File: config.mk
export PLATFORM = sky130hd
export DESIGN_NAME = music_log_stream_splitter
export DESIGN_NICKNAME = d
export VERILOG_FILES = /design/src/mlss_pkg.sv /design/src/mlss_hdr.sv /design/src/music_log_stream_splitter.sv
export SDC_FILE = /design/constraint.sdc
export NUM_CORES = 1
export LEC_CHECK = 0
export ABC_CLOCK_PERIOD_IN_PS = 5230
export CAP_MARGIN = 20
export CORE_ASPECT_RATIO = 1.2
export CORE_MARGIN = 3
export CORE_UTILIZATION = 40
export CTS_CLUSTER_SIZE = 10
export DETAILED_ROUTE_END_ITERATION = 6
export DONT_BUFFER_PORTS = 1
export PLACE_DENSITY_LB_ADDON = 0.12
export SYNTH_ARGS = -nofsm -noshare
export SYNTH_HDL_FRONTEND = slang
export SYNTH_SLANG_ARGS = --single-unit
File: constraint.sdc
create_clock -name clk -period 5.23 [get_ports clk]
set_input_delay 0.2615 -clock clk [delete_from_list [all_inputs] [get_ports clk]]
set_output_delay 0.2615 -clock clk [all_outputs]
set_load 0.03 [all_outputs]
File: src/mlss_pkg.sv
// ----------------------------------------------------------------------------
// mlss_pkg
// Shared types and constants for the music log stream splitter.
// ----------------------------------------------------------------------------
package mlss_pkg;

  localparam logic [1:0] REGION_HEADER   = 2'd0;
  localparam logic [1:0] REGION_COMMANDS = 2'd1;
  localparam logic [1:0] REGION_TAG      = 2'd2;
  localparam logic [1:0] REGION_EXTRA    = 2'd3;

  localparam logic [31:0] VERSION_RESET    = 32'h0000_0100;
  localparam logic [31:0] DATA_START_RESET = 32'h0000_0040;

  // header offset field positions and the minimum version that enables them
  localparam logic [31:0] TAG_OFS       = 32'h0000_0014;
  localparam logic [31:0] TAG_MIN_VER   = 32'h0000_0100;
  localparam logic [31:0] DATA_OFS      = 32'h0000_0034;
  localparam logic [31:0] DATA_MIN_VER  = 32'h0000_0150;
  localparam logic [31:0] EXTRA_OFS     = 32'h0000_00bc;
  localparam logic [31:0] EXTRA_MIN_VER = 32'h0000_0170;

  localparam logic [31:0] VERSION_OFS = 32'h0000_0008;

  // identifier "Vgm " at positions 0..3
  localparam logic [7:0] IDENT [4] = '{8'h56, 8'h67, 8'h6d, 8'h20};

  typedef struct packed {
    logic [31:0] version;
    logic [31:0] tag_start;
    logic [31:0] data_start;
    logic [31:0] extra_start;
    logic        ident_err;
  } hdr_t;

endpackage

File: src/mlss_hdr.sv
// ----------------------------------------------------------------------------
// mlss_hdr
// Header field capture: identifier check, version word, offset fields.
// ----------------------------------------------------------------------------
module mlss_hdr (
  input  logic              en,
  input  logic [31:0]       pos,
  input  logic [7:0]        b,
  input  mlss_pkg::hdr_t    hdr,
  output mlss_pkg::hdr_t    hdr_next
);

  // Offset fields sit on 4-byte boundaries, so the byte lane is pos[1:0].
  function automatic logic [31:0] capture(input logic [31:0] field,
                                          input logic [31:0] hofs,
                                          input logic [31:0] minver,
                                          input logic [31:0] p,
                                          input logic [7:0]  d,
                                          input logic [31:0] ver);
    logic [31:0] f;
    f = field;
    if (p[31:2] == hofs[31:2] && ver >= minver) begin
      case (p[1:0])
        2'd0: f = {24'd0, d};
        2'd1: f = field | {16'd0, d, 8'd0};
        2'd2: f = field | {8'd0, d, 16'd0};
        2'd3: begin
          f = field | {d, 24'd0};
          if (f != 32'd0) f = f + hofs;
        end
        default: f = field;
      endcase
    end
    return f;
  endfunction

  logic [31:0] ver_upd;

  always_comb begin
    ver_upd = hdr.version;
    if (pos[31:2] == mlss_pkg::VERSION_OFS[31:2]) begin
      case (pos[1:0])
        2'd0:    ver_upd = {24'd0, b};
        2'd1:    ver_upd = hdr.version | {16'd0, b, 8'd0};
        2'd2:    ver_upd = hdr.version | {8'd0, b, 16'd0};
        2'd3:    ver_upd = hdr.version | {b, 24'd0};
        default: ver_upd = hdr.version;
      endcase
    end
  end

  always_comb begin
    hdr_next = hdr;
    if (en) begin
      hdr_next.version = ver_upd;
      if (pos[31:2] == 30'd0 && b != mlss_pkg::IDENT[pos[1:0]]) begin
        hdr_next.ident_err = 1'b1;
      end
      hdr_next.tag_start = capture(hdr.tag_start, mlss_pkg::TAG_OFS,
                                   mlss_pkg::TAG_MIN_VER, pos, b, ver_upd);
      hdr_next.data_start = capture(hdr.data_start, mlss_pkg::DATA_OFS,
                                    mlss_pkg::DATA_MIN_VER, pos, b, ver_upd);
      hdr_next.extra_start = capture(hdr.extra_start, mlss_pkg::EXTRA_OFS,
                                     mlss_pkg::EXTRA_MIN_VER, pos, b, ver_upd);
    end
  end

endmodule

File: src/music_log_stream_splitter.sv
// ----------------------------------------------------------------------------
// music_log_stream_splitter
// Tags each byte of a sound-log file with the file region it belongs to.
// ----------------------------------------------------------------------------
//  channel | dir | signals                        | item
//  s_axis  | in  | s_tvalid s_tready s_tdata[7:0] | one file byte
//  m_axis  | out | m_tvalid m_tready m_tdata[7:0] | byte, region, ident_err
//                  m_tuser[2:0]
//
//  One byte per cycle unless stalled; results show the cycle after intake.
//  Throughput is set by the single output register: s_tready is high while
//  that register is empty or being drained in the same cycle.
//  rst is synchronous: position, header fields and region return to their
//  defaults and the output register empties.
//  A stall on m_axis holds the result and backpressures s_axis.
// ----------------------------------------------------------------------------
module music_log_stream_splitter (
  input  logic       clk,
  input  logic       rst,
  input  logic       s_tvalid,
  output logic       s_tready,
  input  logic [7:0] s_tdata,   // [7:0] data_byte
  output logic       m_tvalid,
  input  logic       m_tready,
  output logic [7:0] m_tdata,   // [7:0] byte_out
  output logic [2:0] m_tuser    // [1:0] region, [2] ident_err
);

  logic [31:0]    position;
  logic [31:0]    position_next;
  logic [1:0]     region;
  logic [1:0]     region_next;
  mlss_pkg::hdr_t hdr;
  mlss_pkg::hdr_t hdr_next;
  logic           accept;

  assign s_tready = !m_tvalid || m_tready;
  assign accept   = s_tvalid && s_tready;

  mlss_hdr u_hdr (
    .en       (region == mlss_pkg::REGION_HEADER),
    .pos      (position),
    .b        (s_tdata),
    .hdr      (hdr),
    .hdr_next (hdr_next)
  );

  assign position_next = position + 32'd1;

  // data offset wins over tag, tag over extra
  always_comb begin
    region_next = region;
    if (position_next == hdr_next.data_start) begin
      region_next = mlss_pkg::REGION_COMMANDS;
    end else if (hdr_next.tag_start != 32'd0 && position_next == hdr_next.tag_start) begin
      region_next = mlss_pkg::REGION_TAG;
    end else if (hdr_next.extra_start != 32'd0 &&
                 position_next == hdr_next.extra_start) begin
      region_next = mlss_pkg::REGION_EXTRA;
    end
  end

  always_ff @(posedge clk) begin
    if (rst) begin
      position            <= 32'd0;
      region              <= mlss_pkg::REGION_HEADER;
      hdr.version         <= mlss_pkg::VERSION_RESET;
      hdr.tag_start       <= 32'd0;
      hdr.data_start      <= mlss_pkg::DATA_START_RESET;
      hdr.extra_start     <= 32'd0;
      hdr.ident_err       <= 1'b0;
      m_tvalid            <= 1'b0;
    end else begin
      if (accept) begin
        position <= position_next;
        region   <= region_next;
        hdr      <= hdr_next;
        m_tvalid <= 1'b1;
      end else if (m_tready) begin
        m_tvalid <= 1'b0;
      end
    end
  end

  always_ff @(posedge clk) begin
    if (accept) begin
      m_tdata <= s_tdata;
      m_tuser <= {hdr_next.ident_err, region};
    end
  end

endmodule

## Yosys cells after proc, flatten, opt, wreduce, memory -nomap -nowiden

Index checks and enable logic that the tools add are counted.

| cells by class | value |
|---|---|
| eq/ne operators | 11 |
| add/subtract/negate cells | 4 |
| order comparisons | 4 |
| bitwise logic cells | 13 |
| multiplexer cells | 21 |
| reduce and logical (&&, ||, !) cells | 21 |

Operators by type and width:

| operator | count |
|---|---|
| one-hot mux 32 bit (4 select lines) | 4 |
| 2-to-1 mux 32 bit | 7 |
| nonzero test 32 bit | 5 |
| OR 32 x 16 -> 32 bit | 4 |
| OR 32 x 24 -> 32 bit | 4 |
| OR 32 bit | 4 |
| 2-to-1 mux 97 bit | 1 |
| == test 32 bit | 3 |
| >= comparator 32 x 9 -> 1 bit (second input constant) | 3 |
| adder 32 x 1 -> 32 bit (second input constant) | 1 |
| adder 32 x 5 -> 32 bit (second input constant) | 1 |
| adder 32 x 6 -> 32 bit (second input constant) | 1 |
| adder 32 x 8 -> 32 bit (second input constant) | 1 |
| == test 30 x 2 -> 1 bit (second input constant) | 1 |
| == test 30 x 3 -> 1 bit (second input constant) | 1 |
| == test 30 x 4 -> 1 bit (second input constant) | 1 |
| == test 30 x 6 -> 1 bit (second input constant) | 1 |
| logical NOT 30 bit | 1 |
| binary-select mux 8 bit (select 2 bit) | 1 |
| 2-to-1 mux 8 bit | 2 |
| inequality test 8 bit | 1 |
| logical AND 1 bit | 7 |
| 2-to-1 mux 2 bit | 3 |
| == test 2 bit (second input constant) | 2 |
| 10 further kinds | 14 |

| word-level totals | value |
|---|---|
| bits of input ports | 12 |
| output and inout port bits | 13 |
| word-level logic and storage cells | 84 |
| register bits after elaboration | 175 |

## Depth between registers and ports, before layout

Gate-level depths: netlist (run 1).

| logic depth | value |
|---|---|
| depth in word-level cells | 13 |
| gate-level depth with buffers | 21 |
| gate-level depth less buffers | 15 |

## By module

From an unflattened synthesis (run 1), not the netlist that was laid out.

| second synthesis, totals | value |
|---|---|
| cell total of the unflattened synthesis | 2,216 |
| area, all modules | 15,323.4 µm² |

Modules (own cells, without submodules):

| module | sequential area each (µm²) | times used | cells each | area an instance (µm²) |
|---|---|---|---|---|
| music_log_stream_splitter | 3,613.5 | 1 | 1,186 | 9,382.7 |
| mlss_hdr | 0.0 | 1 | 1,030 | 5,940.7 |

## Worst setup path before layout (run 1)

OpenSTA, ideal clock, no wires.

| timing | value |
|---|---|
| path kind | reg-to-reg |
| start point | register position[0] |
| end point | register region[1] |
| slack | 0.910 ns |
| arrival | 4.234 ns |
| data required time | 5.144 ns |
| period minus slack after synthesis | 4.320 ns |
| stages on the path, launching flop included | 19 |
| setup time | 0.086 ns |
| path buffers | 3 |
| cells stage by stage | dfxtp_1 > buf_2 > inv_1 > ha_1 > clkbuf_8 > nand2b_1 > clkbuf_1 > a22oi_1 > a2111oi_4 > a21oi_2 > nor3_4 > o21ai_4 > and3_2 > o31a_1 > or4b_1 > or4_1 > nor4_2 > o21ai_1 > a221oi_2 |

| on the way | value |
|---|---|
| elaborated cells between the ends (all ways) | 31 |
| classes of those cells | 1 x add/sub; 3 x order compare; 6 x eq/ne; 11 x mux; 10 x reduce/logical |

RTL lines:

| item | line | RTL |
|---|---|---|
| from (decl) | music_log_stream_splitter.sv:29 | `logic [31:0] position;` |
| from (signal assigned) | music_log_stream_splitter.sv:75 | `position <= position_next;` |
| adder 32 x 1 -> 32 bit (*) | music_log_stream_splitter.sv:48 | `assign position_next = position + 32'd1;` |
| named net position_next[0] | music_log_stream_splitter.sv:30 | `logic [31:0] position_next;` |
| == test 32 bit, on equally long branches | music_log_stream_splitter.sv:55, music_log_stream_splitter.sv:58 |  |
| logical AND 1 bit, on equally long branches | music_log_stream_splitter.sv:55, music_log_stream_splitter.sv:57 |  |
| nonzero test 3 bit (no source line) or 2-to-1 mux 2 bit (tied branches) | -- |  |
| AND reduction 2 bit (no source line) or 2-to-1 mux 2 bit (tied branches) | -- |  |
| to (signal assigned) | music_log_stream_splitter.sv:66 | `region <= mlss_pkg::REGION_HEADER;` |
| to (signal assigned) | music_log_stream_splitter.sv:76 | `region <= region_next;` |
| to (decl) | music_log_stream_splitter.sv:31 | `logic [1:0] region;` |

Mark *: on every way through the listed nets, which the timed path passes. The rest lies on a longest branch.
A chain may end at the register's enable or synchronous reset.

## Worst setup path in the final report (run 1)

| timing | value |
|---|---|
| start point | register position[2] |
| end point | register region[1] |

| on the way | value |
|---|---|
| longest elaborated chain between the ends | 10 |
| elaborated cells between the ends (all ways) | 27 |
| classes of those cells | 1 x add/sub; 3 x order compare; 7 x eq/ne; 7 x mux; 9 x reduce/logical |

RTL lines:

| item | line | RTL |
|---|---|---|
| == test 30 x 2 -> 1 bit | mlss_hdr.sv:41 | `if (pos[31:2] == mlss_pkg::VERSION_OFS[31:2]) begin` |
| 2-to-1 mux 32 bit | mlss_hdr.sv:41 |  |
| >= comparator 32 x 9 -> 1 bit | mlss_hdr.sv:22 | `if (p[31:2] == hofs[31:2] && ver >= minver) begin` |
| logical AND 1 bit | mlss_hdr.sv:22 |  |
| 2-to-1 mux 32 bit | mlss_hdr.sv:22 |  |
| 2-to-1 mux 97 bit | mlss_hdr.sv:54 | `if (en) begin` |
| == test 32 bit, or another cell as far along | music_log_stream_splitter.sv:55 | `end else if (hdr_next.tag_start != 32'd0 && position_next == hdr_next.tag_start) begin` |
| logical AND 1 bit, on equally long branches | music_log_stream_splitter.sv:55, music_log_stream_splitter.sv:57 |  |
| nonzero test 3 bit (no source line) or 2-to-1 mux 2 bit (tied branches) | -- |  |
| AND reduction 2 bit (no source line) or 2-to-1 mux 2 bit (tied branches) | -- |  |

Parallel ways exist; a longest one is shown, timed or not.

==> metrics.yaml, run 1 <==
status:
  status: "finished, violations left"
  violations: "design-rule violations"
grt:
  globalRouteMet2Util_pct: 56.90
  use_met1_pct: 50.07
  grt_pass1_vias: 15820
  antenna_found_initial: 0
  grt_pass1_wl_mm: 111.0
  track_usage_pct: 38.13
  grt_max_degree: 149
  grt_use_met3_pct: 7.721
  grt.busiest_layer: "met2"
  overflow: 0
finish:
  syn_to_final_growth_pct: 9.610
  drive_gt1_share_pct: 11.02
  multi_input_area_mm2: 0.01019
  final_cells: 2502
  fillCellCount: 3767
  fin_util_pct: 44.71
  nNetsFinal: 2044
  regArea_mm2: 0.003535
floorplan:
  dieHeight_um: 216
  boundaryPins: 25
  start_util_pct: 40.79
  die_area_mm2: 0.03910
  coreArea_mm2: 0.03604
  rows: 76
  die_w_um: 181
synthesis:
  yosys_register_bits: 171
  synth_top_area_cell: "dfxtp_1"
  synth_area_leaders: "dfxtp_1 (22%), nand2_1 (6.3%), xnor2_1 (6.0%)"
  postSynthCellCount: 2064
  yosysTopAreaCellShare_pct: 21.79
  yosys_warnings: 0
  synth_edf_count: 11
  synth_ff_type: "dfxtp_1"
  syn_area_mm2: 0.01470
  async_flop_share_pct: 0
  postSynthAreaPerCell_um2: 7.122
  yosysUniqueCellTypes: 104
  seq_area_frac_synth_pct: 24.04
  synth_nets: 2088
power:
  power_density_mw_per_mm2: 211.4
  ir_worst_vdd_uv: 258.1
  p_leak_nw: 5.346
setup_path:
  path_max_fanout: 13
  setup.worst_path.class: "flip-flop to flip-flop"
  start_kind: "flip-flop"
  endpoint_kind: "flip-flop"
  crit_required_ns: 5.62
  worstPathArrival_ns: 5.53
routing:
  routed_via_density: 6.804
  vias: 17020
  wirelength_mm: 76.98
  drtIter0Drc: 2524
  wl_per_cell_um: 30.77
  drtPass1Iterations: 7
  drtAntennaViolNets: 0
  drc: 1
timing:
  slew_violations: 0
  tightest_slew_ns: 1.198
  finalHoldViolCount: 0
  setup_viol: 0
  max_clock_freq_mhz: 194.6
  finalCriticalPeriod_ns: 5.139
  rsz0062_at_grt: "no"
  min_period_over_period_pct: 98.25
  tns_ns: 0
  timing.hold.ws_ns: 0.1105
  maxSlewHeadroom_pct: 19.56
  skew_ns: 0.02017
clocking:
  cts_made_buffers: 17
  cts-root-buf: "clkbuf_16"
  insertion_delay_ns: 0.49
  clk_path_buf_depth: 2
  clk_pin_slew_ns: 0.08
  h-tree-depth: 4
  cts_tree: "yes"
  cts.sinks: 171
worst_hold_path:
  hold_class: "input pin to flip-flop"
place:
  hpwl_mm: 55.88
  io_buffers: 0
  dp.cells: 2453
  place.gp.congestion: 1.080
run:
  drv_cap: 0
==> per-stage QoR <==
step	power, mW	area (um^2)	worst slack (ns)
floorplan	1.774	14700	0.9095
global placement	1.989	15290	-0.09723
detailed placement	1.983	15290	-0.1440
CTS	3.401	16030	0.1261
global route	3.488	16110	0.0003406
finish	3.406	16110	0.09143
==> per-layer routing <==
layer | part of all wire [%] | wire length (um)
met5 | 0 | 0
met4 | 7.4 | 5729
met3 | 11 | 8292
met2 | 42 | 32640
met1 | 39 | 30320
==> logic make-up after synthesis <==
family	Yosys count	synth area share, %
AO/OA/AOI/OAI	534	24.06
XOR/XNOR	157	9.448
adder cells (fa/ha/maj)	12	1.021
buffers and inverters	233	7.047
flip-flops	171	24.04
multiplexers	35	2.451
AND/OR/NAND/NOR	922	31.93
==> layout by cell type, fill, tap and decap left out, types with 18 or more instances in the layout <==
cell type,synthesis,final
dfxtp_1,160,159
nor4_1,65,63
a211oi_1,29,29
xnor2_1,101,99
buf_4,5,116
xor2_1,55,54
or3_1,18,18
nand3_1,82,82
inv_1,40,39
clkbuf_16,0,18
or4_1,22,22
a31oi_1,22,22
nand4_1,45,45
mux2i_1,27,27
nor3_1,79,77
nor2_1,227,227
nand2_1,245,245
o21ai_0,91,91
a21oi_1,172,172
==> worst max-delay path, stage by stage (launching register included) <==
cell,delay [ns]
dfxtp_1,0.61
nand4_1,0.26
or4_1,0.73
nor3_2,0.34
xnor2_1,0.50
xnor2_1,0.15
nor4_1,0.60
a31oi_1,0.27
nor3_1,0.28
nor4bb_1,0.38
o2111ai_1,0.29
nor4_2,0.30
o21ai_1,0.11
a221oi_2,0.22
==> cell type report <==
cell class	instances	share of cell area, %
diodes	1	0.01553
clock buffers	21	2.927
clock inverters	11	0.8231
inverters	41	0.9551
multi-input cells	1660	63.26
flip-flops and latches	171	21.94
well taps	468	3.634
repair buffers	129	6.445
==> what timing repair did <==
action                                  4_1_cts  5_1_grt
endpoints found under the setup margin        2        2
pin swaps                                     0        1
hold buffers                                 10        0
resized for setup                             3        4
hold endpoints to repair                    165        0
setup buffers                                 0        3
==> flip-flops by register name, summed over array words and instances (netlist names) <==
| signal | count |
|---|---|
| m_tdata | 8 |
| m_tuser | 3 |
| region | 2 |
| position | 32 |
| hdr | 125 |
| m_tvalid | 1 |
==> final timing paths <==
path,depth (start not counted),startpoint,slack [ns],end
worst max-delay path,13,position[2],0.09,region[1]
worst min-delay path,2,rst,0.11,hdr[39]
worst max register to register,13,position[2],0.09,region[1]
worst min register to register,2,hdr[127],0.46,hdr[127]
==> cell usage after synthesis, drive strengths merged (38+ instances only) <==
| library cell | instances |
|---|---|
| a21oi | 173 |
| buf | 38 |
| clkbuf | 154 |
| dfxtp | 160 |
| inv | 40 |
| nand2 | 246 |
| nand3 | 83 |
| nand4 | 46 |
| nor2 | 227 |
| nor3 | 81 |
| nor4 | 73 |
| o21ai | 97 |
| xnor2 | 101 |
| xor2 | 55 |
==> power by group <==
group | total (mW) | switching, mW | internal (mW)
Sequential | 1.38 | 0.0371 | 1.34
Combinational | 0.643 | 0.451 | 0.192
Clock | 1.39 | 0.635 | 0.752
Total | 3.41 | 1.12 | 2.28
(Power assumes the default switching activity.)
==> inputs of run 2 (changes only) <==
--- a/config.mk
+++ b/config.mk
@@ -7,13 +7,14 @@
 export LEC_CHECK = 0
 export ABC_CLOCK_PERIOD_IN_PS = 5230
 export CAP_MARGIN = 20
-export CORE_ASPECT_RATIO = 1.2
+export CORE_ASPECT_RATIO = 1.25
 export CORE_MARGIN = 3
 export CORE_UTILIZATION = 40
 export CTS_CLUSTER_SIZE = 10
 export DETAILED_ROUTE_END_ITERATION = 6
 export DONT_BUFFER_PORTS = 1
 export PLACE_DENSITY_LB_ADDON = 0.12
+export SKIP_LAST_GASP = 1
 export SYNTH_ARGS = -nofsm -noshare
 export SYNTH_HDL_FRONTEND = slang
 export SYNTH_SLANG_ARGS = --single-unit
==> run 2 against run 1 <==
The flow now finishes without violations. Flip-flop and latch count unchanged. Register-to-register slack improved by 0.06 ns. Clock power decreased by 10%. Sequential share of layout area is 0.098 points higher. Sequential power about the same. Fmax rose by 1.3%. Hold slack got worse by 0.032 ns. Via count decreased by 0.32%. Highest routed layer is now met5.
==> metrics.yaml, run 2 (synthesized netlist as in run 1, its figures left out) <==
finish:
  syn_to_final_growth_pct: 9.124
  drive_gt1_share_pct: 10.74  # -0.27 points
  multi_input_area_mm2: 0.01019  # about the same
  fillCellCount: 3780  # +0.35%
  post-route-cell-area_mm2: 0.01604  # -0.44%
  reg.largest.list: "hdr (125), position (32), m_tdata (8)"
  mostFrequentLayoutCell: "nand2_1"
  nNetsFinal: 2040  # -0.20%
  final_cell_mix: "nand2_1 (245), nor2_1 (227), a21oi_1 (172)"
  regArea_mm2: 0.003535  # unchanged
  regMostFlops: "hdr"
  largest_reg_flops: 125  # unchanged
floorplan:
  dieHeight_um: 220.3  # +2.0%
  coreArea_mm2: 0.03584  # -0.56%
  rows: 77  # +1.3%
  start_util_pct: 41.02  # +0.23 points
  die_area_mm2: 0.03910  # about the same
  die_w_um: 177.5  # -2.0%
  boundaryPins: 25  # unchanged
timing:
  max_clock_freq_mhz: 197.0  # +1.3%
  setup_ws_ns: 0.1549  # +0.06345 ns
  tns_ns: 0  # unchanged
  min_period_over_period_pct: 97.04  # -1.2 points
  rsz0062_at_grt: "no"
  setup_viol: 0  # unchanged
  tightest_slew_ns: 1.214  # +0.01556 ns
  slew_violations: 0  # unchanged
  finalCriticalPeriod_ns: 5.075  # -0.06345 ns
  finalHoldViolCount: 0  # unchanged
  maxSlewHeadroom_pct: 18.52  # -1.0 points
  skew_ns: 0.02012  # -0.00004740 ns
power:
  p_sw_share_pct: 34.42  # +1.4 points
  internal_power_mw: 2.143  # -6.1%
  p_sw_mw: 1.125  # +0.18%
  power_density_mw_per_mm2: 203.7  # -3.6%
  pwr-share-comb_pct: 19.5  # +0.6 points
  pwr-share-seq_pct: 42.1  # +1.7 points
  ir_worst_vdd_uv: 201.1  # -22%
  p_leak_nw: 5.294  # -0.97%
  clkPwrFrac_pct: 38.4  # -2.3 points
worst_hold_path:
  hold_depth: 2  # unchanged
  hold_class: "input pin to flip-flop"
  hp-start: "rst"
  whs_endpoint: "hdr[39]"
clocking:
  post_cts_buffers: 0  # unchanged
  insertion_delay_ns: 0.48  # about the same
  cts-root-buf: "clkbuf_16"
  cts.sinks: 171  # unchanged
  clk_path_buf_depth: 2  # unchanged
  cts_made_buffers: 17  # unchanged
  cts_tree: "yes"
  h-tree-depth: 4  # unchanged
  clk_pin_slew_ns: 0.08  # about the same
grt:
  track_usage_pct: 38.27  # +0.14 points
  grt_pass1_wl_mm: 109.6  # -1.2%
  overflow: 0  # unchanged
  grt_pass1_vias: 15740  # -0.49%
  grt_max_degree: 149  # unchanged
  antenna_found_initial: 1  # +1
setup_path:
  r2r-end: "region[0]"
  cp_slowest_cell: "nor4_1"
  cpPeakStageDelay_ns: 0.48  # -0.25 ns
  cp_common_cell: "buf_4"
  critPathBufInv: 3  # +3
  r2r_slack_ns: 0.15  # +0.06 ns
  endpoint_kind: "flip-flop"
  crit_required_ns: 5.65  # +0.03 ns
  reg2regPathDepth: 17  # +4
  worstPathArrival_ns: 5.50  # -0.03 ns
  crit_chain: "inv_1, ha_1, o21bai_1, nand2_4, a22oi_1, nand3_1, a211o_4, o31ai_2, buf_4, mux2i_1, xnor2_1, nor4_1, nand4b_1, nor4_2, buf_4, o21a_1, o211a_1"
  path_max_fanout: 19  # +6
  setup.worst_path.class: "flip-flop to flip-flop"
  cpLargestDelayFamily: "compound AO/OA/AOI/OAI gates"
  timing.rr.start: "position[0]"
  start_kind: "flip-flop"
place:
  hpwl_mm: 55.19  # -1.2%
  place.gp.congestion: 1.038  # -3.9%
  dp_worst_setup_slack_ns: 0.1892  # +0.3332 ns
  io_buffers: 0  # unchanged
  placed_cell_area_mm2: 0.01530  # about the same
routing:
  wirelength_mm: 75.91  # -1.4%
  drtPass1Iterations: 7  # unchanged
  wl_per_cell_um: 30.31  # -1.5%
  drc: 0  # -1
  routed_via_density: 6.776  # -0.40%
  drtIter0Drc: 1851  # -27%
  vias: 16970  # -0.32%
  drtAntennaViolNets: 0  # unchanged
status:
  status: "finished, final reports clean"
run:
  drv_cap: 0  # unchanged
==> run 2: cell types whose count changed in the layout (fill, tap and decap cells not counted), sizes merged <==
| cell | before | now |
|---|---|---|
| inv | 44 | 45 |
| clkinv | 4 | 9 |
| buf | 119 | 115 |
| clkbuf | 22 | 18 |
| bufinv | 2 | 0 |
==> run 2: what timing repair did <==
item | 4_1_cts | 5_1_grt
hold buffers | 10 | 0
setup endpoints to repair | 0 | 2
gates resized for setup | 0 | 6
endpoints found under the hold margin | 165 | 0
==> run 2: worst max-delay path by stage <==
stage	from	slack, ns	cells past startpoint	end
detailed placement	position[3]	0.19	15	region[0]
floorplan	position[0]	0.91	18	region[1]
global route	position[3]	0.01	15	region[0]
global placement	position[5]	0.09	15	region[0]
CTS	position[3]	0.14	15	region[0]
finish	position[0]	0.15	17	region[0]
==> run 2: power by group through the flow <==
stage,combinational [mW],sequential (mW),clock [mW]
after floorplan,0.380,1.39,0
after global placement,0.578,1.41,0
after detailed placement,0.575,1.41,0
after CTS,0.612,1.38,1.27
after global routing,0.663,1.38,1.32
final,0.637,1.38,1.25
==> run 2: area by class of cell <==
cell class | instances | share of cell area (%)
diodes | 1 | 0.01560
inverters | 41 | 0.9594
clock inverters | 15 | 0.7332
clock buffers | 17 | 2.652
repair buffers | 125 | 6.388
flip-flops and latches | 171 | 22.03
multi-input cells | 1660 | 63.52
well taps | 474 | 3.697
==> run 2: stage by stage <==
step	power, mW	utilization [%]	cells	hold slack, ns
after floorplan	1.774	-	2064	0.3604
after global placement	1.983	42.62	2454	0.3426
after detailed placement	1.980	42.69	2457	0.3446
after CTS	3.261	44.53	2499	0.03971
after global routing	3.366	44.75	2503	0.07968
final	3.268	44.76	2504	0.07842
==> run 2: per-layer routing <==
metal  wire length, um  track usage (%)  vias up
met2             32430            57.71     1074
met3              7462            8.033      255
li1                  -                -     7458
met4              6101            27.21        2
met5                13                0        -
met1             29900            48.44     8179
